## config.mk

```make
export PLATFORM = sky130hd
export DESIGN_NAME = integer_to_roman_numeral
export DESIGN_NICKNAME = d
export VERILOG_FILES = /design/src/hw/rtl/int2rom_pkg.sv /design/src/hw/rtl/int2rom_seq.sv /design/src/hw/rtl/integer_to_roman_numeral.sv
export VERILOG_INCLUDE_DIRS = /design/src /design/src/hw/rtl
export SDC_FILE = /design/constraint.sdc
export NUM_CORES = 1
export LEC_CHECK = 0
export BUFFER_PORTS_ARGS = -buffer_cell sky130_fd_sc_hd__buf_2
export CAP_MARGIN = 5
export CORE_ASPECT_RATIO = 0.9
export CORE_MARGIN = 2
export CORE_UTILIZATION = 41
export DETAILED_ROUTE_END_ITERATION = 12
export SLEW_MARGIN = 10
export SYNTH_ARGS = -nofsm -noshare
export SYNTH_HDL_FRONTEND = slang
export SYNTH_HIERARCHICAL = 1
export SYNTH_SLANG_ARGS = --single-unit
```

## constraint.sdc

```tcl
create_clock -name clk -period 6.1 [get_ports clk]
set_input_delay 1.22 -clock clk [delete_from_list [all_inputs] [get_ports clk]]
set_output_delay 1.22 -clock clk [all_outputs]
set_load 0.005 [all_outputs]
```

## src/hw/rtl/integer_to_roman_numeral_defines.svh

```systemverilog
// Assertion macros used by the RTL sequencer
`ifndef INTEGER_TO_ROMAN_NUMERAL_DEFINES_SVH
`define INTEGER_TO_ROMAN_NUMERAL_DEFINES_SVH

// Same-cycle implication, disabled during reset
`define INT2ROM_ASSERT_NOW(label, ante, cons) \
  label: assert property (@(posedge clk) disable iff (!rst_n) (ante) |-> (cons)) \
    else $error("int2rom: same-cycle check failed");

// Next-cycle implication, disabled during reset
`define INT2ROM_ASSERT_NEXT(label, ante, cons) \
  label: assert property (@(posedge clk) disable iff (!rst_n) (ante) |=> (cons)) \
    else $error("int2rom: next-cycle check failed");

`endif

```

## src/hw/rtl/int2rom_pkg.sv

```systemverilog
package int2rom_pkg;

  localparam int unsigned VALUE_W = 12;
  localparam int unsigned SYM_W   = 8;
  localparam int unsigned WGT_W   = 10;
  localparam int unsigned PC_W    = 5;

  localparam logic [VALUE_W-1:0] VALUE_MAX = 12'd3999;

  localparam logic [SYM_W-1:0] SYM_NONE = 8'h00;
  localparam logic [SYM_W-1:0] SYM_M    = 8'h4D;
  localparam logic [SYM_W-1:0] SYM_D    = 8'h44;
  localparam logic [SYM_W-1:0] SYM_C    = 8'h43;
  localparam logic [SYM_W-1:0] SYM_L    = 8'h4C;
  localparam logic [SYM_W-1:0] SYM_X    = 8'h58;
  localparam logic [SYM_W-1:0] SYM_V    = 8'h56;
  localparam logic [SYM_W-1:0] SYM_I    = 8'h49;

  // Program step addresses
  localparam logic [PC_W-1:0] PC_M      = 5'd0;
  localparam logic [PC_W-1:0] PC_CM_A   = 5'd1;
  localparam logic [PC_W-1:0] PC_CM_B   = 5'd2;
  localparam logic [PC_W-1:0] PC_D      = 5'd3;
  localparam logic [PC_W-1:0] PC_C      = 5'd4;
  localparam logic [PC_W-1:0] PC_CD_A   = 5'd5;
  localparam logic [PC_W-1:0] PC_CD_B   = 5'd6;
  localparam logic [PC_W-1:0] PC_XC_A   = 5'd7;
  localparam logic [PC_W-1:0] PC_XC_B   = 5'd8;
  localparam logic [PC_W-1:0] PC_L      = 5'd9;
  localparam logic [PC_W-1:0] PC_X      = 5'd10;
  localparam logic [PC_W-1:0] PC_XL_A   = 5'd11;
  localparam logic [PC_W-1:0] PC_XL_B   = 5'd12;
  localparam logic [PC_W-1:0] PC_IX_A   = 5'd13;
  localparam logic [PC_W-1:0] PC_IX_B   = 5'd14;
  localparam logic [PC_W-1:0] PC_V      = 5'd15;
  localparam logic [PC_W-1:0] PC_I      = 5'd16;
  localparam logic [PC_W-1:0] PC_IV_A   = 5'd17;
  localparam logic [PC_W-1:0] PC_IV_B   = 5'd18;

  // One control word: test against tst, on pass emit sym, subtract sub, go to jp; on fail go to jf
  typedef struct packed {
    logic [WGT_W-1:0] tst;
    logic [WGT_W-1:0] sub;
    logic [SYM_W-1:0] sym;
    logic [PC_W-1:0]  jp;
    logic [PC_W-1:0]  jf;
  } ucode_t;

  typedef struct packed {
    logic             valid;
    logic [SYM_W-1:0] symbol;
    logic             last;
    logic             error;
  } emit_t;

  function automatic ucode_t ucode_rom(input logic [PC_W-1:0] pc);
    ucode_t w;
    case (pc)
      PC_M:    w = '{tst: 10'd1000, sub: 10'd1000, sym: SYM_M, jp: PC_M,    jf: PC_CM_A};
      PC_CM_A: w = '{tst: 10'd900,  sub: 10'd0,    sym: SYM_C, jp: PC_CM_B, jf: PC_D};
      PC_CM_B: w = '{tst: 10'd0,    sub: 10'd900,  sym: SYM_M, jp: PC_XC_A, jf: PC_XC_A};
      PC_D:    w = '{tst: 10'd500,  sub: 10'd500,  sym: SYM_D, jp: PC_C,    jf: PC_CD_A};
      PC_C:    w = '{tst: 10'd100,  sub: 10'd100,  sym: SYM_C, jp: PC_C,    jf: PC_XC_A};
      PC_CD_A: w = '{tst: 10'd400,  sub: 10'd0,    sym: SYM_C, jp: PC_CD_B, jf: PC_C};
      PC_CD_B: w = '{tst: 10'd0,    sub: 10'd400,  sym: SYM_D, jp: PC_XC_A, jf: PC_XC_A};
      PC_XC_A: w = '{tst: 10'd90,   sub: 10'd0,    sym: SYM_X, jp: PC_XC_B, jf: PC_L};
      PC_XC_B: w = '{tst: 10'd0,    sub: 10'd90,   sym: SYM_C, jp: PC_IX_A, jf: PC_IX_A};
      PC_L:    w = '{tst: 10'd50,   sub: 10'd50,   sym: SYM_L, jp: PC_X,    jf: PC_XL_A};
      PC_X:    w = '{tst: 10'd10,   sub: 10'd10,   sym: SYM_X, jp: PC_X,    jf: PC_IX_A};
      PC_XL_A: w = '{tst: 10'd40,   sub: 10'd0,    sym: SYM_X, jp: PC_XL_B, jf: PC_X};
      PC_XL_B: w = '{tst: 10'd0,    sub: 10'd40,   sym: SYM_L, jp: PC_IX_A, jf: PC_IX_A};
      PC_IX_A: w = '{tst: 10'd9,    sub: 10'd0,    sym: SYM_I, jp: PC_IX_B, jf: PC_V};
      PC_IX_B: w = '{tst: 10'd0,    sub: 10'd9,    sym: SYM_X, jp: PC_M,    jf: PC_M};
      PC_V:    w = '{tst: 10'd5,    sub: 10'd5,    sym: SYM_V, jp: PC_I,    jf: PC_IV_A};
      PC_I:    w = '{tst: 10'd1,    sub: 10'd1,    sym: SYM_I, jp: PC_I,    jf: PC_M};
      PC_IV_A: w = '{tst: 10'd4,    sub: 10'd0,    sym: SYM_I, jp: PC_IV_B, jf: PC_I};
      PC_IV_B: w = '{tst: 10'd0,    sub: 10'd4,    sym: SYM_V, jp: PC_M,    jf: PC_M};
      default: w = '{tst: 10'd1023, sub: 10'd0,    sym: SYM_NONE, jp: PC_M, jf: PC_M};
    endcase
    return w;
  endfunction

endpackage

```

## src/hw/rtl/int2rom_seq.sv

```systemverilog
`include "integer_to_roman_numeral_defines.svh"

module int2rom_seq
  import int2rom_pkg::*;
(
  input  logic               clk,
  input  logic               rst_n,
  input  logic               start,
  input  logic [VALUE_W-1:0] value,
  input  logic               adv,
  output logic               busy,
  output emit_t              emit
);

  logic               busy_r, busy_nxt;
  logic               err_r, err_nxt;
  logic [PC_W-1:0]    pc_r, pc_nxt;
  logic [VALUE_W-1:0] rem_r, rem_nxt;

  ucode_t             uw;
  logic               pass;
  logic [VALUE_W-1:0] rem_sub;
  logic               step;

  always_comb begin
    uw      = ucode_rom(pc_r);
    pass    = rem_r >= {2'b00, uw.tst};
    rem_sub = rem_r - {2'b00, uw.sub};

    emit.valid  = busy_r && (err_r || pass);
    emit.symbol = err_r ? SYM_NONE : uw.sym;
    emit.last   = err_r || (rem_sub == '0);
    emit.error  = err_r;

    step = busy_r && (!emit.valid || adv);

    busy_nxt = busy_r;
    err_nxt  = err_r;
    pc_nxt   = pc_r;
    rem_nxt  = rem_r;

    if (!busy_r) begin
      if (start) begin
        busy_nxt = 1'b1;
        err_nxt  = (value == '0) || (value > VALUE_MAX);
        pc_nxt   = PC_M;
        rem_nxt  = value;
      end
    end else if (step) begin
      if (err_r) begin
        busy_nxt = 1'b0;
      end else if (pass) begin
        rem_nxt = rem_sub;
        pc_nxt  = uw.jp;
        if (rem_sub == '0) begin
          busy_nxt = 1'b0;
        end
      end else begin
        pc_nxt = uw.jf;
      end
    end
  end

  always_ff @(posedge clk) begin
    if (!rst_n) begin
      busy_r <= 1'b0;
      err_r  <= 1'b0;
      pc_r   <= PC_M;
    end else begin
      busy_r <= busy_nxt;
      err_r  <= err_nxt;
      pc_r   <= pc_nxt;
    end
    rem_r <= rem_nxt;
  end

  assign busy = busy_r;

  `INT2ROM_ASSERT_NOW(a_err_is_last, emit.valid && emit.error, emit.last && emit.symbol == SYM_NONE)
  `INT2ROM_ASSERT_NEXT(a_last_ends_run, emit.valid && emit.last && adv, !busy_r)
  `INT2ROM_ASSERT_NOW(a_err_range, busy_r && err_r, rem_r == '0 || rem_r > VALUE_MAX)
  `INT2ROM_ASSERT_NOW(a_pc_in_program, busy_r && !err_r, pc_r <= PC_IV_B && rem_r != '0)

endmodule

```

## src/hw/rtl/integer_to_roman_numeral.sv

```systemverilog
// An accepted input value is loaded into the sequencer, which runs the table tests in order;
// every failed test ahead of the first character delays it, and each character is registered.
// Throughput: one step per cycle while the output register is not stalled; each character and
// each failed test is a step. Busy stalls the input until the last step of a value is taken.
// An out-of-range value gives a single error result.
// Reset (rst_n low, synchronous) idles the sequencer and empties the output register.
module integer_to_roman_numeral
  import int2rom_pkg::*;
(
  input  logic               clk,
  input  logic               rst_n,
  input  logic               in_valid,
  output logic               in_stall,
  input  logic [VALUE_W-1:0] in_value,
  output logic               out_valid,
  input  logic               out_stall,
  output logic [SYM_W-1:0]   out_symbol,
  output logic               out_last,
  output logic               out_error
);

  logic             busy;
  logic             adv;
  emit_t            emit;
  logic             out_valid_r;
  logic [SYM_W-1:0] out_symbol_r;
  logic             out_last_r;
  logic             out_error_r;

  assign in_stall = busy;
  assign adv      = !out_valid_r || !out_stall;

  int2rom_seq u_seq (
    .clk   (clk),
    .rst_n (rst_n),
    .start (in_valid),
    .value (in_value),
    .adv   (adv),
    .busy  (busy),
    .emit  (emit)
  );

  // hold the result while the transfer is stalled
  always_ff @(posedge clk) begin
    if (!rst_n) begin
      out_valid_r <= 1'b0;
    end else if (adv) begin
      out_valid_r <= emit.valid;
    end
    if (adv && emit.valid) begin
      out_symbol_r <= emit.symbol;
      out_last_r   <= emit.last;
      out_error_r  <= emit.error;
    end
  end

  assign out_valid  = out_valid_r;
  assign out_symbol = out_symbol_r;
  assign out_last   = out_last_r;
  assign out_error  = out_error_r;

endmodule

```

==> results by group, run 1 <==
Job
  – Max-cap violation count: 0

Cells and area
  – Most common cell after layout, fill and taps aside: dfxtp_1
  – Final Util: 46.2%
  – FILL cells: 874
  – Most frequent cells in the layout: dfxtp_1, nand2_1, ha_1
  – Nets@finish: 456
  – P&R area growth vs syn: 10.9%
  – Layout cells sized above 1: ~19%
  – Ant diodes: 0

Routing
  – Routed via count: about 3,000
  – Vias per inst: between 5 and 6
  – DRT antenna net count: 0
  – WL per Instance: 16.5 µm
  – Drt first-iter violations: 166
  – DRC viols: 0
  – Final wirelength: 8.87 mm
  – Drt pass-1 iters: 5

GRT
  – Total congestion overflow: 0
  – First-pass GRT wire length: between 10 and 15 mm
  – Tot GR Track Use: between 10% and 20%
  – Vias in the first global route: around 2,800
  – Initial antenna violation count: 0
  – Largest net degree at the start of global routing: 30

Clock tree
  – Cts bufs inserted: 9
  – Hold_buf cts: 0
  – CTS tree: built
  – H-Tree Level Count: 3
  – Setup Buffers After CTS: 0
  – Worst-path clk slew: 80 ps
  – Clk buf depth: 2
  – Clk sink count: 63
  – Worst-skew pair later-pin latency: between 300 and 400 ps
  – Post-cts sizing count: 0
  – Root buf cell: clkbuf_8

Yosys
  – #FFs+latches synth: 63
  – Register area share after synthesis: roughly two fifths
  – Yosys cell types: 70
  – Most used DFF post-synth: dfxtp_1
  – Async set-reset flop share out of synthesis: 0%
  – Post-synth EDFFs: 22
  – Post-synth top area share: a little over a fifth
  – Syn avg cell area: 9.54 µm²
  – Synth warn: 6
  – Synth area leaders: dfxtp_1, edfxtp_1, ha_1, nand2_1, mux2_2
  – Yosys top cell by area: dfxtp_1
  – Gate Count Post-Synth: 391
  – Mapped Area: 3730 µm²

Outcome
  – Status: finished clean

Die
  – Die Wd: roughly 100 µm
  – Ports: 28
  – Die area: 9880 µm²
  – Row cnt: 33
  – Initial core utilization: 41.6%
  – Core area: between 8000 and 9000 µm²
  – Die Ht: 94.5 µm

STA
  – Hold Fails Final Rpt: 0
  – Max Fclk: 259 MHz
  – Final Skew: 20.7 ps
  – Slew Limit Fails: 0
  – # setup viols final: 0
  – RSZ-0062 raised after global routing: false
  – Worst slew pin tran: around 700 ps
  – Final Worst Setup Slack: 2240 ps
  – Final worst path period share: 63.3%
  – Hold slack: between 500 and 600 ps
  – Rel. slew slack: 54.5%
  – Setup TNS: 0 ps
  – Minimum clock period: 3860 ps

Setup path
  – Crit-path slowest cell: a41oi_2
  – Critical Path RT: 6330 ps
  – CP dominant cell by count: ha_1
  – Reg2Reg Setup Slack: approximately 2200 ps
  – Crit path max fanout: 12
  – CP arrival: 4090 ps
  – Crit start category: register
  – Worst path max stage delay: 500 ps
  – Worst path cell trace: inv_1 > ha_1 > nand2b_4 > a2111oi_4 > o31ai_4 > a21oi_4 > mux2_2 > a41oi_2 > inv_2 > ha_1 > mux2_1 > a22oi_1 > nor2_1
  – Setup CP Type: reg2reg
  – Critical Path End Type: register

Pwr
  – Power density cells: 256 nW/µm²
  – Pwr Total: between 1000 and 1500 µW
  – Pleak: 0.00180 µW
  – Maximum vdd drop: around 0.11 mV

Placed design
  – DP Worst Slack: ~2000 ps
  – Port Buffers: 27
  – Global placement routability congestion: 0.885
  – Hpwl dp: 6.57 mm

Min path
  – Worst Hold Class: reg2reg
stage by stage:
| step | instance area [µm²] | instances |
|---|---|---|
| 2_1_floorplan | 3730 | 392 |
| 3_3_place_gp | 3930 | 522 |
| 3_5_place_dp | 3930 | 522 |
| 4_1_cts | 4140 | 538 |
| 5_1_grt | 4140 | 538 |
| 6_report | 4140 | 538 |
sequential cells by signal (all words and copies together) (netlist names):
name,cells
u_seq/err_r,1
u_seq/rem_r,12
u_seq/uw,33
out_error,1
out_valid,1
out_last,1
out_symbol,8
u_seq/busy,1
u_seq/pc_r,5
cell usage after synthesis (3+ instances only):
master	instances
clkbuf_1	8
or3_1	4
a211oi_1	3
a22oi_1	5
buf_4	3
dfxtp_1	41
nor2_1	22
nor3_1	6
nand2b_1	3
nand2_1	33
o21ai_0	17
nand3_1	9
mux2i_1	7
and2_1	4
edfxtp_1	22
o21ai_1	6
o31ai_1	3
inv_2	4
nor4_1	4
and3_1	8
xnor2_1	6
buf_2	7
xor2_1	3
o21a_1	6
inv_1	27
a21o_1	4
mux2_2	10
ha_1	28
nor2_2	3
nor2b_1	9
a31oi_1	5
a21oi_1	20
path summary, 6_finish.rpt:
path / start / to / cells after the start
setup / recovery: u_seq/rem_r[0]$_DFFE_PP_ / u_seq/uw[22]$_SDFF_PP0_ / 13
hold / removal: u_seq/uw[12]$_DFF_P_ / out_symbol[2]$_DFFE_PP_ / 1
setup reg to reg: u_seq/rem_r[0]$_DFFE_PP_ / u_seq/uw[22]$_SDFF_PP0_ / 13
hold reg to reg: u_seq/uw[12]$_DFF_P_ / out_symbol[2]$_DFFE_PP_ / 1
area by class of cell:
class	instances	area [µm²]	share of cell area [%]
clock buffers	11	131	3.18
clock inverters	5	73.8	1.78
inverters	32	123	2.96
multi-input cells	276	2020	48.9
flip-flops and latches	63	1480	35.8
well taps	122	153	3.69
repair buffers	29	150	3.63
routing by layer:
| metal | share of wire, % | wire length, µm | vias to the layer above | track usage, % |
|---|---|---|---|---|
| li1 | - | - | 1450 | - |
| met1 | 48 | 4300 | 1427 | 25.4 |
| met2 | 43 | 3830 | 110 | 28.1 |
| met3 | 4.6 | 411 | 26 | 2.83 |
| met4 | 3.7 | 332 | 0 | 11.7 |
| met5 | 0 | 0 | - | 0 |
worst max-delay path, delay by kind of cell, from the launching register on:
kind | cells | cell delay (ps)
adder cells (fa/ha/maj) | 2 | 630
AND/OR/NAND/NOR | 2 | 220
flip-flops | 1 | 360
AO/OA/AOI/OAI | 5 | 1530
multiplexers | 2 | 730
buffers and inverters | 2 | 290
where the power goes:
| group | internal, µW | switching [µW] |
|---|---|---|
| combinational | 80.1 | 108 |
| clock | 228 | 161 |
| sequential | 465 | 15.8 |
| total | 773 | 284 |
cells by family after synthesis:
kind of cell	count (synthesis)	synth area share [%]
compound gates	103	21.2
other cells	1	0.101
mux	19	5.50
xor+xnor	9	2.11
buf+inv	53	6.14
flops	63	39.7
simple gates	114	15.3
fa+ha+maj	29	9.93
(Power assumes the default switching activity.)
==> run 2: changes to the inputs <==
--- a/config.mk
+++ b/config.mk
@@ -6,6 +6,7 @@
 export SDC_FILE = /design/constraint.sdc
 export NUM_CORES = 1
 export LEC_CHECK = 0
+export ABC_AREA = 1
 export BUFFER_PORTS_ARGS = -buffer_cell sky130_fd_sc_hd__buf_2
 export CAP_MARGIN = 5
 export CORE_ASPECT_RATIO = 0.9
==> constraint.sdc (replaced) <==
create_clock -name clk -period 3.5 [get_ports clk]
set_input_delay 0.7 -clock clk [delete_from_list [all_inputs] [get_ports clk]]
set_output_delay 0.7 -clock clk [all_outputs]
set_load 0.005 [all_outputs]
==> results by group, run 2 <==
Die
  – Ports: 28
  – Row cnt: 32
  – Die Wd: 104 µm
  – Core area: 8690 µm²
  – Initial core utilization: 42.7%
  – Die Ht: 94.2 µm
  – Die area: 9820 µm²

Yosys
  – Multiplexer share of the synthesized area: 0%
  – Synth area leaders: dfxtp_1, edfxtp_1, nand2_1, ha_1, inv_1
  – Yosys top cell by area: dfxtp_1
  – Most common library cells after synthesis: nand2_1, inv_1, dfxtp_1, nand3_1, ha_1
  – Post-synth EDFFs: 22
  – Most used DFF post-synth: dfxtp_1
  – Yosys cell types: 41
  – Main combinational cell family by area after synthesis: simple AND/OR/NAND/NOR gates
  – Synth warn: 6
  – Gate Count Post-Synth: 470
  – Most frequent cell after synthesis: nand2_1
  – #FFs+latches synth: 63
  – Synth Area in Simple Gates: between 20% and 30%
  – Post-synth top area share: between 20% and 30%
  – Async set-reset flop share out of synthesis: 0%
  – Post-synthesis xor/xnor area fraction: approximately 1.7%
  – Compound-Gate Fraction of Synth Area: under 10%
  – Mapped Area: 3710 µm²
  – Syn avg cell area: 7.89 µm²
  – Adder-cell share of the synthesized area: around a tenth
  – Register area share after synthesis: 40.0%

STA
  – Setup TNS: 0 ps
  – RSZ-0062 raised after global routing: false
  – Rel. slew slack: roughly two thirds
  – Hold Fails Final Rpt: 0
  – Worst slew pin tran: 526 ps
  – Final worst path period share: 91.5%
  – Final Skew: 8.35 ps
  – Slew Limit Fails: 0
  – Minimum clock period: ~3200 ps
  – Max Fclk: between 300 and 400 MHz
  – # setup viols final: 0

Setup path
  – Critical Path RT: 3750 ps
  – CP arrival: 3450 ps
  – Critical Path End Type: register
  – CP dominant cell by count: nand2_1
  – Worst path max stage delay: between 400 and 500 ps
  – Levels on crit path: 17
  – Reg2Reg Setup Slack: 300 ps
  – Critical path buffer and inverter count: 2
  – Setup CP Type: reg2reg
  – Crit-path slowest cell: edfxtp_1
  – Crit start category: register
  – CP top delay family: simple AND/OR/NAND/NOR gates
  – R2R cell count: 17
  – Worst path cell trace: ha_1 > nand2_1 > nand3_1 > nand2_1 > nand2_1 > nand2_1 > nand2_1 > nand2_1 > nand3_1 > nand3_1 > nand3_1 > inv_1 > ha_1 > inv_1 > nor2_1 > nand2_1 > o211ai_1
  – Crit path max fanout: 8

Cells and area
  – Non-Filler Instances: 625
  – Ant diodes: 0
  – Layout cells sized above 1: about 15%
  – P&R area growth vs syn: 11.4%
  – Most frequent cells in the layout: nand2_1, inv_1, dfxtp_1
  – Number of flip-flops in the largest register: 33
  – Nets@finish: roughly 550
  – Most common cell after layout, fill and taps aside: nand2_1

Clock tree
  – Root buf cell: clkbuf_8
  – Setup Buffers After CTS: 0
  – Hold_buf cts: 0
  – Cts bufs inserted: 9
  – Clk buf depth: 2
  – H-Tree Level Count: 3
  – Worst-path clk slew: 70 ps
  – Worst-skew pair later-pin latency: 340 ps
  – Post-cts sizing count: 0
  – Clk sink count: 63
  – CTS tree: built

Routing
  – DRT antenna net count: 0
  – WL per Instance: 13.5 µm
  – Vias per inst: 4.91
  – Final wirelength: 8.45 mm
  – Routed via count: 3,069
  – Drt pass-1 iters: 5
  – DRC viols: 0
  – Drt first-iter violations: 215

Placed design
  – Port Buffers: 27
  – Hpwl dp: 6.58 mm
  – Dpl cells: 610
  – Global placement routability congestion: 0.928

Pwr
  – Pwr Total: 2450 µW
  – Power density cells: 594 nW/µm²
  – Maximum vdd drop: 0.192 mV
  – Pleak: about 0.0020 µW

Outcome
  – Status: finished clean

GRT
  – Total congestion overflow: 0
  – Grt met1 use: 24.8%
  – Met3 usage: about 4.2%
  – Largest net degree at the start of global routing: 22
  – Met2 Use GR: 28.9%
  – First-pass GRT wire length: between 10 and 15 mm
  – Vias in the first global route: 2,882
  – Initial antenna violation count: 0
  – Tot GR Track Use: 18.3%
  – Global route hottest layer: met2

Min path
  – Hold Path Depth: 2
  – Worst Hold Class: reg2reg

Job
  – Max-cap violation count: 0
run 2: changes by cell type in the layout (fill, tap and decap cells not counted), sizes merged, moves of 6 or more:
cell   previous run  this run
o21ai            24        32
and3              8         0
mux2i             7         0
nand4             2         8
inv              32        81
mux2             12         0
nand2            34       120
nor2             25        34
nor2b             9         0
nand3             9        40
run 2: worst paths after layout:
path | startpoint | endpoint
worst max-delay path | u_seq/rem_r[1]$_DFFE_PP_ | u_seq/uw[14]$_DFF_P_
worst min-delay path | out_valid$_SDFFE_PN0P_ | out_valid$_SDFFE_PN0P_
worst max register to register | u_seq/rem_r[1]$_DFFE_PP_ | u_seq/uw[14]$_DFF_P_
worst min register to register | out_valid$_SDFFE_PN0P_ | out_valid$_SDFFE_PN0P_
run 2: routing by layer:
metal | vias to the layer above | share of wire [%]
met1 | 1359 | 48
met5 | - | 0
met3 | 20 | 6.5
li1 | 1578 | -
met4 | 0 | 2.0
met2 | 112 | 43
run 2: power by group:
group	switching [µW]	internal, µW
Sequential	55.2	906
Clock	274	291
Combinational	590	335
Total	919	1530
run 2: layout make-up:
class	instances	area, µm²
Fill cell	864	4560
Multi-Input combinational cell	315	1850
Sequential cell	63	1480
Inverter	82	313
Timing Repair Buffer	31	165
Clock buffer	11	153
Tap cell	119	149
Clock inverter	4	21.3
run 2: metrics by stage:
stage               worst slack [ps]  area (µm²)  hold WS, ps  utilization [%]
floorplan                        840        3710          474                -
global placement                 436        3960          471             45.5
detailed placement               352        3960          488             45.5
CTS                              342        4130          500             47.5
global route                    7.23        4130          508             47.5
finish                           299        4130          498             47.5
run 2: cell families (layout without fill, tap and decap cells):
| logic type | count (synthesis) | after routing |
|---|---|---|
| other | 1 | 2 |
| DFF | 63 | 63 |
| xor gates and xnor gates | 7 | 7 |
| and+or+nand+nor | 217 | 217 |
| adders and majority gates | 29 | 29 |
| buffers and inverters | 93 | 128 |
| AOI/OAI and AO/OA | 60 | 60 |
run 2: worst reg2reg max path, delay by kind of cell, from the launching register on:
family,cells,cell delay [ps]
AOI/OAI and AO/OA,1,130
DFF,1,420
buffers and inverters,2,420
and+or+nand+nor,12,1500
adders and majority gates,2,650
==> run 3: changes to the inputs <==
--- a/config.mk
+++ b/config.mk
@@ -11,8 +11,10 @@
 export CAP_MARGIN = 5
 export CORE_ASPECT_RATIO = 0.9
 export CORE_MARGIN = 2
-export CORE_UTILIZATION = 41
+export CORE_UTILIZATION = 55
 export DETAILED_ROUTE_END_ITERATION = 12
+export GPL_ROUTABILITY_DRIVEN = 0
+export PLACE_DENSITY = 0.77
 export SLEW_MARGIN = 10
 export SYNTH_ARGS = -nofsm -noshare
 export SYNTH_HDL_FRONTEND = slang
==> results by group, run 3 (synthesized netlist as in run 2, its figures left out) <==
Outcome
  – Status: finished clean

Routing
  – Drt pass-1 iters: 5
  – Routed via count: 3,161
  – DRC viols: 0
  – DRT antenna net count: 0
  – Drt first-iter violations: approximately 270
  – Vias per inst: 5.29
  – Final wirelength: 8.21 mm
  – WL per Instance: 13.7 µm

Clock tree
  – Clk sink count: between 60 and 70
  – CTS tree: built
  – Post-cts sizing count: 0
  – H-Tree Level Count: 3
  – Clk buf depth: 2
  – Worst-skew pair later-pin latency: 350 ps
  – Cts bufs inserted: 9
  – Hold_buf cts: 0
  – Root buf cell: clkbuf_8
  – Setup Buffers After CTS: 0
  – Worst-path clk slew: 80 ps

Setup path
  – Setup CP Type: reg2reg
  – Crit path max fanout: 8
  – CP arrival: 3350 ps
  – Crit start category: register
  – Critical path buffer and inverter count: 2
  – CP top delay family: simple AND/OR/NAND/NOR gates
  – Worst path cell trace: ha_1 > nand2_1 > nand2_1 > nor2_1 > nand2_1 > nor2_4 > nand3_2 > nand3_4 > nand2_4 > nand2_1 > nand3_1 > inv_2 > ha_1 > nand4_1 > nor2_2 > inv_1 > nand3_1
  – Critical Path End Type: register
  – Worst path max stage delay: 410 ps
  – CP dominant cell by count: nand2_1
  – Critical Path RT: 3780 ps
  – Crit-path slowest cell: edfxtp_1

STA
  – RSZ-0062 raised after global routing: false
  – Hold Fails Final Rpt: 0
  – Slew Limit Fails: 0
  – Final worst path period share: 87.7%
  – Minimum clock period: approximately 3100 ps
  – Max Fclk: 326 MHz
  – Final Worst Setup Slack: between 400 and 500 ps
  – Final Skew: ~13 ps
  – Hold slack: a little under 500 ps
  – Setup TNS: 0 ps
  – # setup viols final: 0

Cells and area
  – Number of flip-flops in the largest register: 33
  – P&R area growth vs syn: 10.8%
  – Most common cell after layout, fill and taps aside: nand2_1
  – Ant diodes: 0
  – Nets@finish: 547
  – FILL cells: 558
  – Layout cells sized above 1: ~16%
  – Most frequent cells in the layout: nand2_1, inv_1, dfxtp_1

Pwr
  – Pleak: slightly above 0.002 µW
  – Cell Int Power: 1570 µW
  – Sw frac: 37.5%
  – Clk pwr share: 24.5%
  – Gate power share: 37.3%
  – Sequential power share: 38.3%
  – NetSw: 938 µW
  – Maximum vdd drop: around 0.20 mV
  – Pwr Total: around 2500 µW
  – Power density cells: 610 nW/µm²

Placed design
  – Hpwl dp: 6.22 mm
  – DP Worst Slack: approximately 420 ps
  – Port Buffers: 27

Die
  – Core area: 6550 µm²
  – Initial core utilization: a little under three fifths
  – Die Ht: 81.9 µm
  – Die Wd: 90.5 µm
  – Row cnt: 28
  – Die area: roughly 7400 µm²
  – Ports: 28

GRT
  – Vias in the first global route: 3,015
  – Total congestion overflow: 0
  – First-pass GRT wire length: 13.4 mm
  – Tot GR Track Use: a little under a quarter
  – Largest net degree at the start of global routing: 22
  – Initial antenna violation count: 0

Job
  – Max-cap violation count: 0

Min path
  – Worst Hold Class: reg2reg
## run 3: per-layer routing
layer,wire length (µm),up-vias,track usage [%]
li1,-,1577,-
met1,3660,1428,28.6
met2,3730,136,39.0
met3,623,20,5.96
met4,195,0,9.54
met5,0,-,0
## run 3: path summary, 6_finish.rpt
path / slack [ps] / cells past startpoint / to / startpoint
hold reg to reg: 490 / 2 / out_valid$_SDFFE_PN0P_ / out_valid$_SDFFE_PN0P_
setup reg to reg: 430 / 17 / u_seq/uw[30]$_DFF_P_ / u_seq/rem_r[9]$_DFFE_PP_
setup / recovery: 430 / 17 / u_seq/uw[30]$_DFF_P_ / u_seq/rem_r[9]$_DFFE_PP_
hold / removal: 490 / 2 / out_valid$_SDFFE_PN0P_ / out_valid$_SDFFE_PN0P_
## run 3: power groups by stage
stage | combinational (µW) | clock (µW) | sequential [µW]
floorplan | 703 | 0 | 961
global placement | 885 | 0 | 973
detailed placement | 904 | 0 | 975
CTS | 917 | 619 | 959
global route | 1070 | 642 | 972
finish | 933 | 613 | 959
## run 3: area by class of cell
class / count / area (µm²) / share of cell area (%)
clock buffer: 10 / 128 / 3.11
sequential: 63 / 1480 / 36.1
inverter: 82 / 313 / 7.61
multi-input combinational: 315 / 1850 / 45.0
clock inverter: 6 / 61.3 / 1.49
tap: 90 / 113 / 2.74
timing repair buffer: 31 / 165 / 4.02
## run 3: through the flow
step           std cells  instance area, µm²  util, %
5_1_grt              597                4110     62.7
3_3_place_gp         581                3920     59.8
2_1_floorplan        471                3710        -
3_5_place_dp         581                3920     59.8
6_report             597                4110     62.7
4_1_cts              597                4110     62.7
## run 3: worst reg2reg max path: cells and delay by family, from the launching register on
| family | cells | cell delay (ps) |
|---|---|---|
| buf+inv | 2 | 330 |
| simple gates | 13 | 1680 |
| flops | 1 | 410 |
| fa+ha+maj | 2 | 620 |
